===== src/wcp_pkg.sv =====
// shared types and constants for the wav container parser
package wcp_pkg;

    localparam logic [31:0] TAG_RIFF = 32'h4646_4952;
    localparam logic [31:0] TAG_WAVE = 32'h4556_4157;
    localparam logic [31:0] TAG_FMT  = 32'h2074_6D66;
    localparam logic [31:0] TAG_DATA = 32'h6174_6164;

    localparam logic [31:0] FMT_MIN_LEN = 32'd16;

    typedef enum logic [1:0] {
        ST_OK       = 2'd0,
        ST_BAD_HDR  = 2'd1,
        ST_CUT_CHDR = 2'd2,
        ST_BAD_FMT  = 2'd3
    } status_t;

    typedef struct packed {
        logic [7:0] byte_in;
        logic       last;
    } in_word_t;

    typedef struct packed {
        logic [7:0]  data_byte;
        logic        data_valid;
        logic        data_chunk_start;
        logic        fmt_seen;
        logic [31:0] rate_hz;
        logic [15:0] channels;
        logic [15:0] sample_bits;
        logic        done_res;
        logic [1:0]  status;
    } out_word_t;

endpackage


===== src/wcp_parser.sv =====
// parse state registers and per-byte next-state and result logic
module wcp_parser (
    input  logic                clk,
    input  logic                rst_n,
    input  logic                accept,
    input  wcp_pkg::in_word_t   word,
    output wcp_pkg::out_word_t  res
);

    typedef enum logic [2:0] {
        PH_HDR   = 3'd0,
        PH_CHDR  = 3'd1,
        PH_FMT   = 3'd2,
        PH_DATA  = 3'd3,
        PH_SKIP  = 3'd4,
        PH_DRAIN = 3'd5
    } phase_t;

    phase_t           phase_reg, phase_next;
    logic [4:0]       count_reg, count_next;
    logic [31:0]      id_reg, id_next;
    logic [31:0]      len_reg, len_next;
    logic [31:0]      left_reg, left_next;
    logic             until_reg, until_next;
    logic [31:0]      rate_reg, rate_next;
    logic [15:0]      chan_reg, chan_next;
    logic [15:0]      bits_reg, bits_next;
    logic             fmt_reg, fmt_next;
    wcp_pkg::status_t err_reg, err_next;

    always_comb
    begin
        logic [7:0]       b;
        logic [3:0]       k;
        logic             more;
        logic             dvalid;
        logic             dstart;
        wcp_pkg::status_t st;

        b          = word.byte_in;
        k          = count_reg[3:0];
        more       = 1'b0;
        dvalid     = 1'b0;
        dstart     = 1'b0;
        st         = wcp_pkg::ST_OK;
        phase_next = phase_reg;
        count_next = count_reg;
        id_next    = id_reg;
        len_next   = len_reg;
        left_next  = left_reg;
        until_next = until_reg;
        rate_next  = rate_reg;
        chan_next  = chan_reg;
        bits_next  = bits_reg;
        fmt_next   = fmt_reg;
        err_next   = err_reg;

        case (phase_reg)
            PH_HDR:
            begin
                id_next    = {b, id_reg[31:8]};
                count_next = count_reg + 5'd1;
                if (count_reg == 5'd3 && id_next != wcp_pkg::TAG_RIFF)
                begin
                    err_next   = wcp_pkg::ST_BAD_HDR;
                    phase_next = PH_DRAIN;
                    count_next = '0;
                end
                else if (count_reg == 5'd11)
                begin
                    count_next = '0;
                    if (id_next != wcp_pkg::TAG_WAVE)
                    begin
                        err_next   = wcp_pkg::ST_BAD_HDR;
                        phase_next = PH_DRAIN;
                    end
                    else
                    begin
                        phase_next = PH_CHDR;
                    end
                end
            end
            PH_CHDR:
            begin
                if (count_reg < 5'd4)
                    id_next = {b, id_reg[31:8]};
                else
                    len_next = {b, len_reg[31:8]};
                count_next = count_reg + 5'd1;
                if (count_reg >= 5'd7)
                begin
                    until_next = len_next[31];
                    left_next  = len_next[31] ? 32'd0 : len_next;
                    more       = len_next[31] || (len_next != 32'd0);
                    count_next = '0;
                    if (id_next == wcp_pkg::TAG_FMT)
                    begin
                        if (!len_next[31] && len_next < wcp_pkg::FMT_MIN_LEN)
                        begin
                            err_next   = wcp_pkg::ST_BAD_FMT;
                            phase_next = PH_DRAIN;
                        end
                        else
                        begin
                            phase_next = PH_FMT;
                            id_next    = '0;
                            len_next   = '0;
                        end
                    end
                    else if (id_next == wcp_pkg::TAG_DATA)
                    begin
                        dstart     = 1'b1;
                        phase_next = more ? PH_DATA : PH_CHDR;
                    end
                    else
                    begin
                        phase_next = more ? PH_SKIP : PH_CHDR;
                    end
                end
            end
            PH_FMT:
            begin
                if (k == 4'd2)
                    id_next[7:0] = b;
                else if (k == 4'd3)
                    id_next[15:8] = b;
                else if (k >= 4'd4 && k <= 4'd7)
                    len_next = {b, len_reg[31:8]};
                else if (k == 4'd14)
                    id_next[23:16] = b;
                else if (k == 4'd15)
                    id_next[31:24] = b;
                count_next = {1'b0, k} + 5'd1;
                if (!until_reg)
                    left_next = left_reg - 32'd1;
                if (k == 4'd15)
                begin
                    rate_next  = len_next;
                    chan_next  = id_next[15:0];
                    bits_next  = id_next[31:16];
                    fmt_next   = 1'b1;
                    count_next = '0;
                    if (until_reg || left_next != 32'd0)
                        phase_next = PH_SKIP;
                    else
                        phase_next = PH_CHDR;
                end
            end
            PH_DATA, PH_SKIP:
            begin
                dvalid = (phase_reg == PH_DATA);
                if (!until_reg)
                begin
                    left_next = left_reg - 32'd1;
                    if (left_next == 32'd0)
                    begin
                        phase_next = PH_CHDR;
                        count_next = '0;
                    end
                end
            end
            default:
            begin
            end
        endcase

        if (word.last)
        begin
            if (err_next != wcp_pkg::ST_OK)
                st = err_next;
            else if (phase_next == PH_HDR)
                st = wcp_pkg::ST_BAD_HDR;
            else if (phase_next == PH_CHDR && count_next != 5'd0)
                st = wcp_pkg::ST_CUT_CHDR;
            else if (phase_next == PH_FMT)
                st = wcp_pkg::ST_BAD_FMT;
            else
                st = wcp_pkg::ST_OK;
        end

        res.data_byte        = dvalid ? b : 8'd0;
        res.data_valid       = dvalid;
        res.data_chunk_start = dstart;
        res.fmt_seen         = fmt_next;
        res.rate_hz          = rate_next;
        res.channels         = chan_next;
        res.sample_bits      = bits_next;
        res.done_res         = word.last;
        res.status           = st;
    end

    always_ff @(posedge clk or negedge rst_n)
    begin
        if (!rst_n)
        begin
            phase_reg <= PH_HDR;
            count_reg <= '0;
            id_reg    <= '0;
            len_reg   <= '0;
            left_reg  <= '0;
            until_reg <= 1'b0;
            rate_reg  <= '0;
            chan_reg  <= '0;
            bits_reg  <= '0;
            fmt_reg   <= 1'b0;
            err_reg   <= wcp_pkg::ST_OK;
        end
        else if (accept)
        begin
            if (word.last)
            begin
                phase_reg <= PH_HDR;
                count_reg <= '0;
                id_reg    <= '0;
                len_reg   <= '0;
                left_reg  <= '0;
                until_reg <= 1'b0;
                rate_reg  <= '0;
                chan_reg  <= '0;
                bits_reg  <= '0;
                fmt_reg   <= 1'b0;
                err_reg   <= wcp_pkg::ST_OK;
            end
            else
            begin
                phase_reg <= phase_next;
                count_reg <= count_next;
                id_reg    <= id_next;
                len_reg   <= len_next;
                left_reg  <= left_next;
                until_reg <= until_next;
                rate_reg  <= rate_next;
                chan_reg  <= chan_next;
                bits_reg  <= bits_next;
                fmt_reg   <= fmt_next;
                err_reg   <= err_next;
            end
        end
    end

endmodule


===== src/wcp_out_buf.sv =====
// result register with one skid entry
module wcp_out_buf (
    input  logic                clk,
    input  logic                rst_n,
    input  logic                push,
    input  wcp_pkg::out_word_t  push_word,
    output logic                full,
    output logic                valid,
    input  logic                stall,
    output wcp_pkg::out_word_t  word
);

    logic               main_valid_reg;
    logic               skid_valid_reg;
    wcp_pkg::out_word_t main_reg;
    wcp_pkg::out_word_t skid_reg;
    logic               pop;

    assign pop   = main_valid_reg && !stall;
    assign valid = main_valid_reg;
    assign word  = main_reg;
    assign full  = skid_valid_reg;

    always_ff @(posedge clk or negedge rst_n)
    begin
        if (!rst_n)
        begin
            main_valid_reg <= 1'b0;
            skid_valid_reg <= 1'b0;
        end
        else if (!main_valid_reg || pop)
        begin
            if (skid_valid_reg)
            begin
                main_valid_reg <= 1'b1;
                skid_valid_reg <= 1'b0;
            end
            else
            begin
                main_valid_reg <= push;
            end
        end
        else if (push)
        begin
            skid_valid_reg <= 1'b1;
        end
    end

    always_ff @(posedge clk)
    begin
        if (!main_valid_reg || pop)
        begin
            if (skid_valid_reg)
                main_reg <= skid_reg;
            else if (push)
                main_reg <= push_word;
        end
        else if (push)
        begin
            skid_reg <= push_word;
        end
    end

endmodule


===== src/wav_container_parser.sv =====
// top level of the wav container parser
//
// usage:
//   the byte channel (byte_valid, byte_stall, byte_word) takes one file byte
//   per word together with a last flag on the final byte of the file
//   the result channel (res_valid, res_stall, res_word) gives exactly one
//   result word per byte word: payload byte and flags, the captured format
//   and, on the final byte, the parse status
//   throughput is one byte per cycle while byte_stall is low; each result
//   is registered in the output buffer after the combinational parse logic
//   a two-entry output buffer lets a new byte be taken while a result waits;
//   byte_stall rises only once both entries hold results and the receiver
//   keeps res_stall high, and falls the cycle after one is taken
//   reset clears the parse state to the file header phase and empties the
//   output buffer; after each final byte the parser rearms for a new file
//   with the captured format cleared
module wav_container_parser (
    input  logic                clk,
    input  logic                rst_n,
    input  logic                byte_valid,
    output logic                byte_stall,
    input  wcp_pkg::in_word_t   byte_word,
    output logic                res_valid,
    input  logic                res_stall,
    output wcp_pkg::out_word_t  res_word
);

    logic               accept;
    logic               buf_full;
    wcp_pkg::out_word_t parse_res;

    assign byte_stall = buf_full;
    assign accept     = byte_valid && !buf_full;

    wcp_parser u_parser (
        .clk    (clk),
        .rst_n  (rst_n),
        .accept (accept),
        .word   (byte_word),
        .res    (parse_res)
    );

    wcp_out_buf u_out_buf (
        .clk       (clk),
        .rst_n     (rst_n),
        .push      (accept),
        .push_word (parse_res),
        .full      (buf_full),
        .valid     (res_valid),
        .stall     (res_stall),
        .word      (res_word)
    );

endmodule

===== config.mk =====
export PLATFORM = sky130hd
export DESIGN_NAME = wav_container_parser
export DESIGN_NICKNAME = d
export VERILOG_FILES = /design/src/wcp_pkg.sv /design/src/wcp_parser.sv /design/src/wcp_out_buf.sv /design/src/wav_container_parser.sv
export SDC_FILE = /design/constraint.sdc
export NUM_CORES = 1
export LEC_CHECK = 0
export ABC_CLOCK_PERIOD_IN_PS = 5900
export BUFFER_PORTS_ARGS = -buffer_cell sky130_fd_sc_hd__buf_4
export CAP_MARGIN = 0
export CORE_MARGIN = 8
export CORE_UTILIZATION = 45
export CTS_CLUSTER_SIZE = 25
export DETAILED_ROUTE_END_ITERATION = 10
export GPL_TIMING_DRIVEN = 0
export SLEW_MARGIN = 5
export SYNTH_ARGS = -nofsm -noshare
export SYNTH_HDL_FRONTEND = slang
export SYNTH_SLANG_ARGS = --single-unit

===== constraint.sdc =====
create_clock -name clk -period 5.9 [get_ports clk]
set_clock_uncertainty 0.1 [all_clocks]
set_input_delay 0 -clock clk [delete_from_list [all_inputs] [get_ports clk]]
set_output_delay 0 -clock clk [all_outputs]
set_load 0.01 [all_outputs]

==> metrics <==
Hold Fails Final Rpt 0; Finished Cell Area approximately 20000 um2; layout net count between 1500 and 2000; Core ar. approximately 37000 um2; number of synthesized flops with an enable pin 156; DRT iter0 DRCs 1278; Area after DPL approximately 19000 um2; Final Cycle Share between 70% and 80%; Worst Path Max Fanout 10; R2R depth 15; Reg2Reg Setup Slack around 1.4 ns; Ant. Diodes 0; Hold Crit Depth 5; Row Count 71; Syn Area/Cell between 10 and 15 um2; yosys warns 0; classification of the worst setup path flip-flop to flip-flop; Skew-Pair Late Insertion Delay between 0.5 and 0.6 ns; Post-route DRC 0; detailed placement HPWL between 30000 and 40000 um; vias in the first global route roughly 13000; LEAKAGE roughly 8.3 nW; Die Ht between 200 and 250 um; clk slew on worst S/H paths 0.06 ns; H-Tree Depth 2; Max Cap Violations 0; synthesized area 17090 um2; outcome complete, no violations; clock tree buffer depth 3; via count roughly 14000; WP data required slightly above 6 ns; GRT Overall Usage about a quarter; routed len/inst between 20 and 25 um; Seq/Total Area, Yosys between 50% and 60%; setup repair bufs after CTS 0; layout cells sized above 1 ~14%; clock sinks 330; initial core utilization between 40 and 50%; Final Wtd Congestion ~0.95; power per cell area 370.6 nW/um2; CTS tree done; top_reg_cell synth dfrtp_1; Setup crit start kind flip-flop; CTS resizes 0; DR pass1 iterations 5; pin count of the biggest net entering global routing between 100 and 150; Detail Route Antenna Nets 0; maximum vdd drop between 150 and 200 uV; chip width 210.9 um; highest clock rate 0.2214 GHz; register bit total from synthesis 330; worst endpoint data arrival time approximately 4.8 ns; min cycle time layout about 4.5 ns; worst-margin pin slew 1.317 ns; crit path capture type flip-flop; Post-Syn Nets roughly 1600; Hold WC Path Type input pin to flip-flop; Hold Slack about 0.026 ns; Area growth, synth to finish 15.97%; count of input and output buffers slightly above 90; drt via density roughly 6.0; Root Driver clkbuf_16; CTS buffer count 36; CTS hold repair buffers 7; Unique masters post-synth 77; antenna violations before repair 0; total grt overflow 0; RSZ-0062 raised after global routing no; Slew Limit Fails 0; io pins 93; total wire length approximately 53000 um; Worst slew margin between 10% and 20%; ys async rst share a little over half; Setup-failing EPs final 0; first-pass GRT wire length between 80000 and 90000 um; Die ar. between 40000 and 50000 um2; Gate Count Post-Synth between 1500 and 2000
Yosys cell counts, drive strengths merged (13+ instances only):
cell type  count  area share, %
a21oi         69            2.0
a22o         106            5.4
and3          16           0.59
buf           15           0.48
clkbuf       128            2.8
dfrtp        174             25
edfxtp       156             27
inv           26           0.57
mux2          62            4.1
mux2i        107            6.3
nand2        175            3.8
nand3         30           0.91
nand4         23           0.84
nor2          87            1.9
nor3          39            1.2
nor4          30            1.2
nor4b         13           0.75
o21ai        168            5.0
o22ai         17           0.62
kinds of logic (layout without fill, tap and decap cells):
kind of cell               count (synthesis)  count (layout)  share of synthesized area, %
AOI/OAI and AO/OA                        440             440                         17.11
DFF                                      330             330                         52.90
muxes                                    169             169                         10.38
xor gates and xnor gates                  18              18                        0.9228
adders and majority gates                  4               4                        0.2929
and+or+nand+nor                          490             490                         14.54
buffers and inverters                    169             338                         3.859
critical path, cell delays in order (launching register included):
cell,delay [ns]
dfrtp_1,0.38
clkbuf_1,0.21
inv_1,0.16
ha_1,0.15
buf_2,0.21
nor3b_1,0.57
nand4_1,0.36
clkbuf_1,0.31
o21ai_0,0.21
nand4_1,0.21
nor4b_4,0.34
nand3_2,0.15
a2111oi_4,0.38
nor4b_1,0.27
o21a_1,0.18
mux2_2,0.16
per-layer routing:
metal / share of wire (%) / GRT usage, %
met5: 0 / 0
met4: 3.3 / 8.132
met3: 7.0 / 3.561
met2: 43 / 34.07
met1: 47 / 35.50
placed cells by master, fill, tap and decap left out, types with 9 or more instances in the layout:
| cell type | synthesis | layout |
|---|---|---|
| mux2i_1 | 107 | 107 |
| o21ai_0 | 162 | 162 |
| or2_2 | 10 | 10 |
| clkbuf_16 | 0 | 36 |
| xor2_1 | 9 | 9 |
| and3_1 | 15 | 15 |
| edfxtp_1 | 156 | 156 |
| or3_1 | 9 | 9 |
| o22ai_1 | 17 | 17 |
| nand2_1 | 175 | 175 |
| dfrtp_1 | 174 | 174 |
| o221ai_1 | 11 | 11 |
| or4_1 | 9 | 9 |
| buf_4 | 1 | 92 |
| nor2_1 | 87 | 86 |
| inv_1 | 26 | 26 |
| mux2_2 | 61 | 61 |
| nor4_1 | 28 | 28 |
| nor3_1 | 38 | 38 |
| a21oi_1 | 68 | 67 |
| nand3_1 | 29 | 29 |
| nor4b_1 | 12 | 12 |
| a22o_1 | 106 | 106 |
| nand4_1 | 23 | 23 |
| clkbuf_1 | 128 | 134 |
| xnor2_1 | 9 | 9 |
| nor3b_1 | 9 | 9 |
| o31ai_1 | 11 | 11 |
final timing paths:
path                                                  start                                to
max reg2reg                u_parser.left_reg[0]$_DFFE_PN0P_       u_out_buf.word[0]$_DFFE_PP_
min                                            byte_word[1]  u_out_buf.skid_reg[27]$_DFFE_PP_
min reg2reg                u_parser.bits_reg[4]$_DFFE_PN0P_  u_parser.bits_reg[4]$_DFFE_PN0P_
min in group asynchronous                             rst_n   u_parser.id_reg[13]$_DFFE_PN0P_
max                        u_parser.left_reg[0]$_DFFE_PN0P_       u_out_buf.word[0]$_DFFE_PP_
max in group asynchronous                             rst_n  u_parser.bits_reg[1]$_DFFE_PN0P_
power breakdown:
| part | total (mW) | switching, mW | internal, mW |
|---|---|---|---|
| combinational | 2.42 | 1.55 | 0.869 |
| clock | 2.27 | 0.954 | 1.31 |
| sequential | 2.66 | 0.101 | 2.56 |
through the flow:
| stage | TNS [ns] | cells | worst slack, ns | power [mW] | utilization, % |
|---|---|---|---|---|---|
| 2_1_floorplan | 0 | 1620 | 0.1035 | 4.360 | - |
| 3_3_place_gp | -355.26 | 2223 | -2.600 | 5.068 | 49.12 |
| 3_5_place_dp | 0 | 2228 | 1.470 | 5.070 | 49.48 |
| 4_1_cts | 0 | 2300 | 1.423 | 7.350 | 52.85 |
| 5_1_grt | 0 | 2300 | 0.9362 | 7.701 | 52.85 |
| 6_report | 0 | 2300 | 1.383 | 7.343 | 52.85 |
cell type report:
class | instances | area (um2)
buffer | 143 | 561.8
inverter | 26 | 97.59
tap | 511 | 639.4
timing repair buffer | 104 | 893.4
clock buffer | 42 | 923.4
fill | 3405 | 17670
sequential | 330 | 9039
multi-input combinational | 1121 | 7406
clock inverter | 23 | 254.0
Power figures use the tool's default switching activity.
